[src/rtl/core/assert_macros.svh]
// ---------------------------------------------------------------------------
// Assertion macros
// Shared concurrent assertion wrappers, clocked on clk_i, off during reset.
// ---------------------------------------------------------------------------
`ifndef ASSERT_MACROS_SVH
`define ASSERT_MACROS_SVH

// Same-cycle implication.
`define SRRW_ASSERT_IMPL(lbl, ante, cons) \
  lbl: assert property (@(posedge clk_i) disable iff (!rst_ni) (ante) |-> (cons)) \
    else $error("srrw: same-cycle check failed");

// Next-cycle implication.
`define SRRW_ASSERT_NEXT(lbl, ante, cons) \
  lbl: assert property (@(posedge clk_i) disable iff (!rst_ni) (ante) |=> (cons)) \
    else $error("srrw: next-cycle check failed");

`endif

[src/rtl/core/srrw_pkg.sv]
// ---------------------------------------------------------------------------
// srrw_pkg
// Types and fixed field widths of the selective repeat receive window.
// ---------------------------------------------------------------------------
`default_nettype none

package srrw_pkg;

  localparam int WIN_W       = 6;
  localparam int SEQ_W       = 8;
  localparam int REF_W       = 32;
  localparam int LEN_W       = 10;
  localparam int STATUS_W    = 3;
  localparam int SLOT_DATA_W = REF_W + LEN_W;
  localparam int CFG_IDX_W   = 1;

  // Register map
  localparam logic [CFG_IDX_W-1:0] REG_WINDOW_SIZE  = 1'b0;
  localparam logic [CFG_IDX_W-1:0] REG_TOTAL_FRAMES = 1'b1;

  typedef enum logic [STATUS_W-1:0] {
    ST_NEW     = 3'd0,
    ST_DUP     = 3'd1,
    ST_OLD     = 3'd2,
    ST_BAD     = 3'd3,
    ST_IGNORED = 3'd4
  } status_e;

  // Frame classification handed from the resolver to the controller.
  typedef struct packed {
    logic ignore;  // outside the acceptable index range
    logic old;     // below the delivery point
  } res_cls_t;

endpackage

`default_nettype wire

[src/rtl/core/selective_repeat_receive_window.sv]
// ---------------------------------------------------------------------------
// selective_repeat_receive_window
// Receive side of a selective repeat ARQ link: classifies frames, buffers
// out-of-order ones and delivers the in-order run.
// ---------------------------------------------------------------------------
//
//  Channel  Direction  Handshake                 Carries
//  -------  ---------  ------------------------  ---------------------------------
//  in       sink       in_valid_i / in_stall_o   frame_ok, seq_num, payload_ref/len
//  out      source     out_valid_o / out_stall_i status, ack, delivery, all, last
//  cfg      sink       cfg_valid_i / cfg_ready_o register index and write data
//
//  One item at a time. A corrupted frame goes straight to its result.
//  Otherwise the index is resolved (S_RES_A, S_RES_B, S_CLASSIFY); an
//  ignored or already delivered frame then gives its result, and any
//  other runs the slot scan (one filled bit per cycle) and then reads
//  each delivered frame from the slot memory into the output register.
//  Reset clears the delivery point, the filled bits and the FSM; slot
//  contents are only read once filled and need no clearing.
//  A stalled result sits in the output register; the block holds its
//  delivery loop until that register frees up.
// ---------------------------------------------------------------------------
`default_nettype none

`include "assert_macros.svh"

module selective_repeat_receive_window #(
  parameter int MAX_WINDOW = 32,
  parameter int INDEX_BITS = 24
) (
  input  wire logic                             clk_i,
  input  wire logic                             rst_ni,
  // config
  input  wire logic                             cfg_valid_i,
  output      logic                             cfg_ready_o,
  input  wire logic [srrw_pkg::CFG_IDX_W-1:0]   cfg_index_i,
  input  wire logic [INDEX_BITS-1:0]            cfg_wdata_i,
  // received frames
  input  wire logic                             in_valid_i,
  output      logic                             in_stall_o,
  input  wire logic                             frame_ok_i,
  input  wire logic [srrw_pkg::SEQ_W-1:0]       seq_num_i,
  input  wire logic [srrw_pkg::REF_W-1:0]       payload_ref_i,
  input  wire logic [srrw_pkg::LEN_W-1:0]       payload_len_i,
  // results
  output      logic                             out_valid_o,
  input  wire logic                             out_stall_i,
  output      logic [srrw_pkg::STATUS_W-1:0]    status_o,
  output      logic                             ack_valid_o,
  output      logic [srrw_pkg::SEQ_W-1:0]       ack_seq_o,
  output      logic                             deliver_valid_o,
  output      logic [INDEX_BITS-1:0]            deliver_index_o,
  output      logic [srrw_pkg::REF_W-1:0]       deliver_ref_o,
  output      logic [srrw_pkg::LEN_W-1:0]       deliver_len_o,
  output      logic                             all_delivered_o,
  output      logic                             last_o
);

  localparam int SLOT_W = (MAX_WINDOW > 1) ? $clog2(MAX_WINDOW) : 1;
  localparam int CNT_W  = $clog2(MAX_WINDOW + 1);

  typedef enum logic [2:0] {
    S_IDLE,
    S_RES_A,
    S_RES_B,
    S_CLASSIFY,
    S_SCAN,
    S_ONE,
    S_DEL_RD,
    S_DEL_LD
  } state_e;

  state_e state_q;

  // configuration
  logic [srrw_pkg::WIN_W-1:0] window_q;
  logic [INDEX_BITS-1:0]      total_q;

  // window state
  logic [INDEX_BITS-1:0] next_q;       // delivery point
  logic [SLOT_W-1:0]     next_slot_q;  // next_q mod MAX_WINDOW, tracked incrementally
  logic [MAX_WINDOW-1:0] filled_q;

  // current item
  logic [srrw_pkg::SEQ_W-1:0] in_seq_q;
  logic [srrw_pkg::REF_W-1:0] in_ref_q;
  logic [srrw_pkg::LEN_W-1:0] in_len_q;
  srrw_pkg::status_e          status_q;
  logic                       ack_q;
  logic [srrw_pkg::SEQ_W-1:0] ack_seq_q;
  logic                       all_q;

  // run scan / delivery counters
  logic [INDEX_BITS-1:0] scan_idx_q;
  logic [SLOT_W-1:0]     scan_ptr_q;
  logic [CNT_W-1:0]      scan_cnt_q;
  logic [CNT_W-1:0]      run_q;
  logic [CNT_W-1:0]      k_q;

  // output register
  logic                       out_valid_q;
  logic [srrw_pkg::STATUS_W-1:0] out_status_q;
  logic                       out_ack_q;
  logic [srrw_pkg::SEQ_W-1:0] out_ack_seq_q;
  logic                       out_dv_q;
  logic [INDEX_BITS-1:0]      out_di_q;
  logic [srrw_pkg::REF_W-1:0] out_dr_q;
  logic [srrw_pkg::LEN_W-1:0] out_dl_q;
  logic                       out_all_q;
  logic                       out_last_q;

  // resolver
  srrw_pkg::res_cls_t res_cls;
  logic [SLOT_W-1:0]  res_slot;

  // slot memory
  logic                             mem_we;
  logic                             mem_re;
  logic [srrw_pkg::SLOT_DATA_W-1:0] mem_rdata;

  logic              out_free;
  logic              scan_go;
  logic              del_last;
  logic [SLOT_W-1:0] next_slot_inc;
  logic [SLOT_W-1:0] scan_ptr_inc;

  assign out_free = !out_valid_q || !out_stall_i;

  // Run continues while under the cap, below total, and the slot is filled.
  assign scan_go = (scan_cnt_q < CNT_W'(MAX_WINDOW)) && (scan_idx_q < total_q) &&
                   filled_q[scan_ptr_q];

  assign del_last = (k_q + CNT_W'(1)) == run_q;

  assign next_slot_inc = (next_slot_q == SLOT_W'(MAX_WINDOW - 1)) ? '0 :
                         next_slot_q + SLOT_W'(1);
  assign scan_ptr_inc  = (scan_ptr_q == SLOT_W'(MAX_WINDOW - 1)) ? '0 :
                         scan_ptr_q + SLOT_W'(1);

  // A new frame lands in its slot during classification.
  assign mem_we = (state_q == S_CLASSIFY) && !res_cls.ignore && !res_cls.old &&
                  !filled_q[res_slot];
  assign mem_re = (state_q == S_DEL_RD) && out_free;

  srrw_resolve #(
    .MAX_WINDOW (MAX_WINDOW),
    .INDEX_BITS (INDEX_BITS),
    .SLOT_W     (SLOT_W)
  ) u_resolve (
    .clk_i       (clk_i),
    .window_i    (window_q),
    .total_i     (total_q),
    .next_i      (next_q),
    .next_slot_i (next_slot_q),
    .seq_i       (in_seq_q),
    .cls_o       (res_cls),
    .slot_o      (res_slot)
  );

  srrw_slot_mem #(
    .DEPTH  (MAX_WINDOW),
    .ADDR_W (SLOT_W),
    .DATA_W (srrw_pkg::SLOT_DATA_W)
  ) u_slot_mem (
    .clk_i   (clk_i),
    .we_i    (mem_we),
    .waddr_i (res_slot),
    .wdata_i ({in_ref_q, in_len_q}),
    .re_i    (mem_re),
    .raddr_i (next_slot_q),
    .rdata_o (mem_rdata)
  );

  always_ff @(posedge clk_i or negedge rst_ni) begin
    if (!rst_ni) begin
      state_q       <= S_IDLE;
      window_q      <= srrw_pkg::WIN_W'(1);
      total_q       <= '0;
      next_q        <= '0;
      next_slot_q   <= '0;
      filled_q      <= '0;
      in_seq_q      <= '0;
      in_ref_q      <= '0;
      in_len_q      <= '0;
      status_q      <= srrw_pkg::ST_NEW;
      ack_q         <= 1'b0;
      ack_seq_q     <= '0;
      all_q         <= 1'b0;
      scan_idx_q    <= '0;
      scan_ptr_q    <= '0;
      scan_cnt_q    <= '0;
      run_q         <= '0;
      k_q           <= '0;
      out_valid_q   <= 1'b0;
      out_status_q  <= '0;
      out_ack_q     <= 1'b0;
      out_ack_seq_q <= '0;
      out_dv_q      <= 1'b0;
      out_di_q      <= '0;
      out_dr_q      <= '0;
      out_dl_q      <= '0;
      out_all_q     <= 1'b0;
      out_last_q    <= 1'b0;
    end else begin
      // config writes (the user must issue them only while idle; not enforced here)
      if (cfg_valid_i) begin
        unique case (cfg_index_i)
          srrw_pkg::REG_WINDOW_SIZE:  window_q <= cfg_wdata_i[srrw_pkg::WIN_W-1:0];
          srrw_pkg::REG_TOTAL_FRAMES: total_q  <= cfg_wdata_i;
          default: ;
        endcase
      end

      // S_ONE reloads the register itself when it drains; S_DEL_LD finds it empty.
      if (out_valid_q && !out_stall_i && state_q != S_ONE) begin
        out_valid_q <= 1'b0;
      end

      unique case (state_q)
        S_IDLE: begin
          if (in_valid_i) begin
            in_seq_q <= seq_num_i;
            in_ref_q <= payload_ref_i;
            in_len_q <= payload_len_i;
            if (!frame_ok_i) begin
              status_q  <= srrw_pkg::ST_BAD;
              ack_q     <= 1'b0;
              ack_seq_q <= '0;
              all_q     <= next_q >= total_q;
              state_q   <= S_ONE;
            end else begin
              state_q <= S_RES_A;
            end
          end
        end

        S_RES_A: state_q <= S_RES_B;

        S_RES_B: state_q <= S_CLASSIFY;

        S_CLASSIFY: begin
          if (res_cls.ignore) begin
            status_q  <= srrw_pkg::ST_IGNORED;
            ack_q     <= 1'b0;
            ack_seq_q <= '0;
            all_q     <= next_q >= total_q;
            state_q   <= S_ONE;
          end else if (res_cls.old) begin
            status_q  <= srrw_pkg::ST_OLD;
            ack_q     <= 1'b1;
            ack_seq_q <= in_seq_q;
            all_q     <= next_q >= total_q;
            state_q   <= S_ONE;
          end else begin
            if (filled_q[res_slot]) begin
              status_q <= srrw_pkg::ST_DUP;
            end else begin
              status_q           <= srrw_pkg::ST_NEW;
              filled_q[res_slot] <= 1'b1;
            end
            ack_q      <= 1'b1;
            ack_seq_q  <= in_seq_q;
            scan_idx_q <= next_q;
            scan_ptr_q <= next_slot_q;
            scan_cnt_q <= '0;
            state_q    <= S_SCAN;
          end
        end

        // Count the deliverable run first: all_delivered must be known
        // before the first result of the item goes out.
        S_SCAN: begin
          if (scan_go) begin
            scan_cnt_q <= scan_cnt_q + CNT_W'(1);
            scan_idx_q <= scan_idx_q + INDEX_BITS'(1);
            scan_ptr_q <= scan_ptr_inc;
          end else begin
            run_q   <= scan_cnt_q;
            all_q   <= scan_idx_q >= total_q;
            k_q     <= '0;
            state_q <= (scan_cnt_q == '0) ? S_ONE : S_DEL_RD;
          end
        end

        S_ONE: begin
          if (out_free) begin
            out_valid_q   <= 1'b1;
            out_status_q  <= status_q;
            out_ack_q     <= ack_q;
            out_ack_seq_q <= ack_seq_q;
            out_dv_q      <= 1'b0;
            out_di_q      <= '0;
            out_dr_q      <= '0;
            out_dl_q      <= '0;
            out_all_q     <= all_q;
            out_last_q    <= 1'b1;
            state_q       <= S_IDLE;
          end
        end

        S_DEL_RD: begin
          if (out_free) begin
            state_q <= S_DEL_LD;
          end
        end

        // Output register is empty here: it was free when the read issued.
        S_DEL_LD: begin
          out_valid_q           <= 1'b1;
          out_status_q          <= status_q;
          out_ack_q             <= ack_q && (k_q == '0);
          out_ack_seq_q         <= ack_seq_q;
          out_dv_q              <= 1'b1;
          out_di_q              <= next_q;
          out_dr_q              <= mem_rdata[srrw_pkg::SLOT_DATA_W-1:srrw_pkg::LEN_W];
          out_dl_q              <= mem_rdata[srrw_pkg::LEN_W-1:0];
          out_all_q             <= all_q;
          out_last_q            <= del_last;
          filled_q[next_slot_q] <= 1'b0;
          next_q                <= next_q + INDEX_BITS'(1);
          next_slot_q           <= next_slot_inc;
          k_q                   <= k_q + CNT_W'(1);
          state_q               <= del_last ? S_IDLE : S_DEL_RD;
        end

        default: state_q <= S_IDLE;
      endcase
    end
  end

  assign cfg_ready_o     = 1'b1;
  assign in_stall_o      = (state_q != S_IDLE);
  assign out_valid_o     = out_valid_q;
  assign status_o        = out_status_q;
  assign ack_valid_o     = out_ack_q;
  assign ack_seq_o       = out_ack_seq_q;
  assign deliver_valid_o = out_dv_q;
  assign deliver_index_o = out_di_q;
  assign deliver_ref_o   = out_dr_q;
  assign deliver_len_o   = out_dl_q;
  assign all_delivered_o = out_all_q;
  assign last_o          = out_last_q;

  // Checks
  `SRRW_ASSERT_IMPL(a_load_into_free_out, (state_q == S_DEL_LD), !out_valid_q)
  `SRRW_ASSERT_IMPL(a_deliver_filled_slot, (state_q == S_DEL_LD), filled_q[next_slot_q])
  `SRRW_ASSERT_IMPL(a_scan_bounded, (state_q == S_SCAN),
                    scan_cnt_q <= CNT_W'(MAX_WINDOW))
  `SRRW_ASSERT_NEXT(a_delivery_advances, (state_q == S_DEL_LD),
                    next_q == $past(next_q) + INDEX_BITS'(1))

endmodule

`default_nettype wire

[src/rtl/core/srrw_slot_mem.sv]
// ---------------------------------------------------------------------------
// srrw_slot_mem
// Slot buffer: one write port, one read port, registered read data.
// ---------------------------------------------------------------------------
`default_nettype none

module srrw_slot_mem #(
  parameter int DEPTH  = 32,
  parameter int ADDR_W = 5,
  parameter int DATA_W = 42
) (
  input  wire logic              clk_i,
  input  wire logic              we_i,
  input  wire logic [ADDR_W-1:0] waddr_i,
  input  wire logic [DATA_W-1:0] wdata_i,
  input  wire logic              re_i,
  input  wire logic [ADDR_W-1:0] raddr_i,
  output      logic [DATA_W-1:0] rdata_o
);

  logic [DATA_W-1:0] mem_q [DEPTH];

  always_ff @(posedge clk_i) begin
    if (we_i) begin
      mem_q[waddr_i] <= wdata_i;
    end
  end

  always_ff @(posedge clk_i) begin
    if (re_i) begin
      rdata_o <= mem_q[raddr_i];
    end
  end

endmodule

`default_nettype wire

[src/rtl/core/srrw_resolve.sv]
// ---------------------------------------------------------------------------
// srrw_resolve
// Two-stage sequence number resolver: window bounds, then index and slot.
// ---------------------------------------------------------------------------
`default_nettype none

module srrw_resolve #(
  parameter int MAX_WINDOW = 32,
  parameter int INDEX_BITS = 24,
  parameter int SLOT_W     = 5
) (
  input  wire logic                       clk_i,
  input  wire logic [srrw_pkg::WIN_W-1:0] window_i,
  input  wire logic [INDEX_BITS-1:0]      total_i,
  input  wire logic [INDEX_BITS-1:0]      next_i,
  input  wire logic [SLOT_W-1:0]          next_slot_i,
  input  wire logic [srrw_pkg::SEQ_W-1:0] seq_i,
  output      srrw_pkg::res_cls_t         cls_o,
  output      logic [SLOT_W-1:0]          slot_o
);

  // stage 1: lo = max(0, next-N), hi = min(total, next+N)
  logic [srrw_pkg::WIN_W-1:0] n_eff;
  logic [INDEX_BITS-1:0]      n_ext;
  logic [INDEX_BITS:0]        hi_sum;
  logic [INDEX_BITS-1:0]      lo_d, hi_d, lo_q, hi_q;

  always_comb begin
    if (window_i == '0) begin
      n_eff = srrw_pkg::WIN_W'(1);
    end else if (32'(window_i) > MAX_WINDOW) begin
      n_eff = srrw_pkg::WIN_W'(MAX_WINDOW);
    end else begin
      n_eff = window_i;
    end
    n_ext  = INDEX_BITS'(n_eff);
    lo_d   = (next_i > n_ext) ? (next_i - n_ext) : '0;
    hi_sum = {1'b0, next_i} + {1'b0, n_ext};
    hi_d   = (hi_sum > {1'b0, total_i}) ? total_i : hi_sum[INDEX_BITS-1:0];
  end

  always_ff @(posedge clk_i) begin
    lo_q <= lo_d;
    hi_q <= hi_d;
  end

  // stage 2: idx = lo + ((seq - lo) mod 256), slot = (next_slot + idx - next) mod W
  logic [srrw_pkg::SEQ_W-1:0] off;
  logic [INDEX_BITS:0]        idx;
  logic [INDEX_BITS:0]        diff;
  logic [SLOT_W:0]            slot_sum;
  srrw_pkg::res_cls_t         cls_d;
  logic [SLOT_W-1:0]          slot_d;

  always_comb begin
    off          = seq_i - lo_q[srrw_pkg::SEQ_W-1:0];
    idx          = {1'b0, lo_q} + (INDEX_BITS+1)'(off);
    diff         = idx - {1'b0, next_i};
    cls_d.ignore = (lo_q >= hi_q) || (idx >= {1'b0, hi_q});
    cls_d.old    = idx < {1'b0, next_i};
    // idx - next < N <= MAX_WINDOW when the frame is buffered
    slot_sum     = {1'b0, next_slot_i} + {1'b0, diff[SLOT_W-1:0]};
    if (32'(slot_sum) >= MAX_WINDOW) begin
      slot_d = SLOT_W'(32'(slot_sum) - MAX_WINDOW);
    end else begin
      slot_d = slot_sum[SLOT_W-1:0];
    end
  end

  always_ff @(posedge clk_i) begin
    cls_o  <= cls_d;
    slot_o <= slot_d;
  end

endmodule

`default_nettype wire

[config.mk]
export PLATFORM = sky130hd
export DESIGN_NAME = selective_repeat_receive_window
export DESIGN_NICKNAME = d
export VERILOG_FILES = /design/src/rtl/core/srrw_pkg.sv /design/src/rtl/core/selective_repeat_receive_window.sv /design/src/rtl/core/srrw_slot_mem.sv /design/src/rtl/core/srrw_resolve.sv
export VERILOG_INCLUDE_DIRS = /design/src /design/src/rtl/core
export SDC_FILE = /design/constraint.sdc
export NUM_CORES = 2
export LEC_CHECK = 0
export BUFFER_PORTS_ARGS = -buffer_cell sky130_fd_sc_hd__buf_2
export CAP_MARGIN = 20
export CORE_UTILIZATION = 55
export CTS_CLUSTER_SIZE = 24
export DETAILED_ROUTE_END_ITERATION = 6
export PLACE_DENSITY = 0.68
export SYNTH_ARGS = -nofsm -noshare
export SYNTH_HDL_FRONTEND = slang
export SYNTH_SLANG_ARGS = --single-unit
export TNS_END_PERCENT = 5
[constraint.sdc]
create_clock -name clk_i -period 6.58 [get_ports clk_i]
set_input_delay 1.645 -clock clk_i [delete_from_list [all_inputs] [get_ports clk_i]]
set_output_delay 1.645 -clock clk_i [all_outputs]
set_load 0.02 [all_outputs]
==> results_dict.tcl <==
set metrics [dict create \
    period_minus_slack_ns 4.98 \
    drtIter0Drc 3917 \
    crit_cells 21 \
    io_buffers 163 \
    htreeDepth 4 \
    synth_area_leaders "edfxtp_1, mux4_2, dfrtp_1, ha_1, mux2_2" \
    numCtsBuffers 173 \
    grt_pass1_wl_um 255000 \
    tritoncts "yes" \
    cp_top_family "simple AND/OR/NAND/NOR gates" \
    dieArea_mm2 0.130 \
    cpPeakStageDelay_ns 0.41 \
    finalWirelength_um 172000 \
    hold_viol 0 \
    slew_viol_final 0 \
    fmax_ghz 0.201 \
    routed_via_density 6.36 \
    ys_seq_area_frac 0.704 \
    die_h_um 361 \
    postSynthCellCount 4025 \
    multiInputGateArea_mm2 0.0200 \
    post-route-util 0.627 \
    path_clk_slew_ns 0.06 \
    cts-resized-gates 0 \
    maxCapViolations 0 \
    min_path_type "reg -> reg" \
    worst-path-max-fanout 17 \
    rsz0062_at_grt "no" \
    hold_buffers 0 \
    synth_top_area_frac 0.587 \
    seq_area_mm2 0.0499 \
    layout-drive-gt1-share 0.233 \
    arrival_ns 5.64 \
    vias 38535 \
    crit_chain "nor4_1 -> nor2_1 -> nor2_1 -> ha_1 -> inv_1 -> fa_1 -> o21bai_1 -> a21oi_1 -> o21bai_1 -> and3_1 -> nand2_1 -> xnor2_1 -> ha_1 -> nand4_1 -> nor2_1 -> nand2_1 -> nor4_1 -> nand2b_1 -> o221ai_2 -> buf_4 -> mux2_2" \
    clkSinkCount 1727 \
    die_w_um 361 \
    syn_area_mm2 0.0708 \
    rows 131 \
    crit_path_start_kind "flip-flop" \
    area_growth_pct 13.0 \
    async_flop_share 0.166 \
    pin_count 165 \
    setup_tns_ns 0 \
    initial_utilization 0.555 \
    dr.pass1.iters 5 \
    end_kind "flip-flop" \
    synth-edff-count 1386 \
    fin_crit_sh 0.756 \
    place_ws_ns 1.64 \
    dominantRegCellSynth "edfxtp_1" \
    drc 0 \
    grt_max_degree 142 \
    antenna_found_initial 4 \
    nFillCells 8887 \
    coreArea_mm2 0.128 \
    worst_slack_ns 1.60 \
    final_area_mm2 0.0800 \
    worstPathRequired_ns 7.25 \
    wl_per_cell_um 28.4 \
    clk_latency_ns 0.83 \
    worstMarginPinSlew_ns 1.11 \
    cts_root_buf "clkbuf_16" \
    relSlewSlack 0.260 \
    overflow 0 \
    cts_max_path_buffers 3 \
    synth_top_cell_by_area "edfxtp_1" \
    ys_ff_latch 1727 \
    dpl_cell_area_mm2 0.0741 \
    p_per_area_mw_per_mm2 440 \
    p_leak_nw 27.8 \
    criticalPathCategory "reg -> reg" \
    nets 4517 \
    cts_setup_buffers 0 \
    routabilityCongestion 0.910 \
    cp_slowest_cell "fa_1" \
    peakVddDrop_mv 0.391 \
    postRouteAntennaNets 0 \
    yosysWarnings 0 \
    synth.distinct_cells 85 \
    synth.net_count 4300 \
    r2r_cells 21 \
    holdPathStages 2 \
    crit_path_frequent_cell "nor2_1" \
    critPathBufInv 2 \
    avgSynthCellArea_um2 17.6 \
    status "finished, final reports clean" \
    finClkSkew_ns 0.0576 \
    setup_viol 0 \
    grt_pass1_vias 38627 \
    grtUsageTotal 0.268 \
    dp_hpwl_um 100000 \
]
[cell usage in the layout, fill, tap and decap left out, types with 36 or more instances in the layout]
cell type	n
edfxtp_1	1386
inv_1	113
clkbuf_16	177
clkbuf_1	57
a21oi_1	118
buf_2	162
ha_1	188
dfxtp_1	55
dfrtp_1	283
a22o_1	52
buf_4	55
xnor2_1	84
nor3_1	36
nor2_1	101
nand2_1	152
a22oi_1	168
nand4_1	84
nand3_1	53
mux4_2	351
o21ai_0	150
mux2_2	115
[cell type report]
class | count | share of cell area
antenna | 2 | 0.0000625
clock buffer | 252 | 0.0611
inverter | 117 | 0.00549
timing repair buffer | 248 | 0.0236
multi-input combinational | 1975 | 0.250
clock inverter | 72 | 0.00994
sequential | 1727 | 0.623
tap | 1662 | 0.0260
[metal layers]
layer  global-route usage  share of wire  wire, um  vias to the layer above
li1                     -              -         -                    16530
met1                0.372           0.41     69800                    20140
met2                0.439           0.49     84900                     1597
met3               0.0396          0.068     11800                      268
met4               0.0895          0.031      5260                        0
met5                    0              0         0                        -
[flip-flops by register name, indices dropped and copies added (netlist names), 8 cells and up]
name	flops
u_slot_mem.mem_q	1344
u_slot_mem.rdata_o	42
deliver_ref_o	32
filled_q	32
in_ref_q	32
deliver_index_o	24
next_q	24
scan_idx_q	24
total_q	24
u_resolve.hi_q	24
u_resolve.lo_q	24
deliver_len_o	10
in_len_q	10
ack_seq_o	8
ack_seq_q	8
in_seq_q	8
[report_power, final]
| group | switching, mW | internal (mW) |
|---|---|---|
| Clock | 4.15 | 5.62 |
| Combinational | 5.38 | 4.43 |
| Sequential | 1.73 | 13.9 |
| Total | 11.3 | 24.0 |
[synthesized netlist by cell type (8+ instances only)]
cell / number
edfxtp_1: 1386
mux4_2: 351
dfrtp_1: 285
ha_1: 188
a22oi_1: 168
clkbuf_1: 155
nand2_1: 152
o21ai_0: 151
nor2_1: 129
a21oi_1: 118
mux2_2: 115
inv_1: 113
nand4_1: 84
xnor2_1: 84
dfxtp_1: 55
nand3_1: 54
a22o_1: 52
buf_1: 44
nor3_1: 37
a21o_1: 24
nor2b_1: 20
and3_1: 19
or3_1: 17
xor2_1: 17
o22ai_1: 13
nand2b_1: 12
mux2i_1: 11
o21a_1: 11
nor4_1: 9
o22a_1: 9
o31ai_1: 9
a211oi_1: 8
nor3b_1: 8
o21bai_1: 8
[worst register-to-register path, delay by kind of cell, from the launching register on]
family                   cells  cell delay (ns)
AO/OA/AOI/OAI                4             0.83
XOR/XNOR                     1             0.15
AND/OR/NAND/NOR             10             1.83
adder cells (fa/ha/maj)      3             0.94
multiplexers                 1             0.30
buffers and inverters        2             0.37
flip-flops                   1             0.40
[worst paths after layout]
path,start,to,slack [ns]
min in group asynchronous,rst_ni,k_q[0],0.86
max,window_q[3],u_resolve.hi_q[21],1.60
max in group asynchronous,rst_ni,in_ref_q[16],4.42
max reg2reg,window_q[3],u_resolve.hi_q[21],1.60
min reg2reg,deliver_index_o[0],deliver_index_o[0],0.47
min,deliver_index_o[0],deliver_index_o[0],0.47
[stage by stage]
| stage | cells | total power [mW] | hold slack, ns |
|---|---|---|---|
| global placement | 5719 | 25.5 | 0.452 |
| CTS | 6043 | 35.4 | 0.472 |
| detailed placement | 5719 | 25.6 | 0.457 |
| global route | 6053 | 37.0 | 0.487 |
| finish | 6055 | 35.2 | 0.468 |
| floorplan | 4025 | 22.2 | 0.443 |
[cells by family after synthesis]
| kind of cell | Yosys count | share of synthesized area |
|---|---|---|
| muxes | 479 | 0.132 |
| other | 1 | 0.0000529 |
| and+or+nand+nor | 584 | 0.0413 |
| DFF | 1727 | 0.704 |
| AOI/OAI and AO/OA | 615 | 0.0572 |
| buffers and inverters | 323 | 0.0176 |
| xor gates and xnor gates | 102 | 0.0128 |
| adders and majority gates | 194 | 0.0349 |
(Power assumes the default switching activity.)
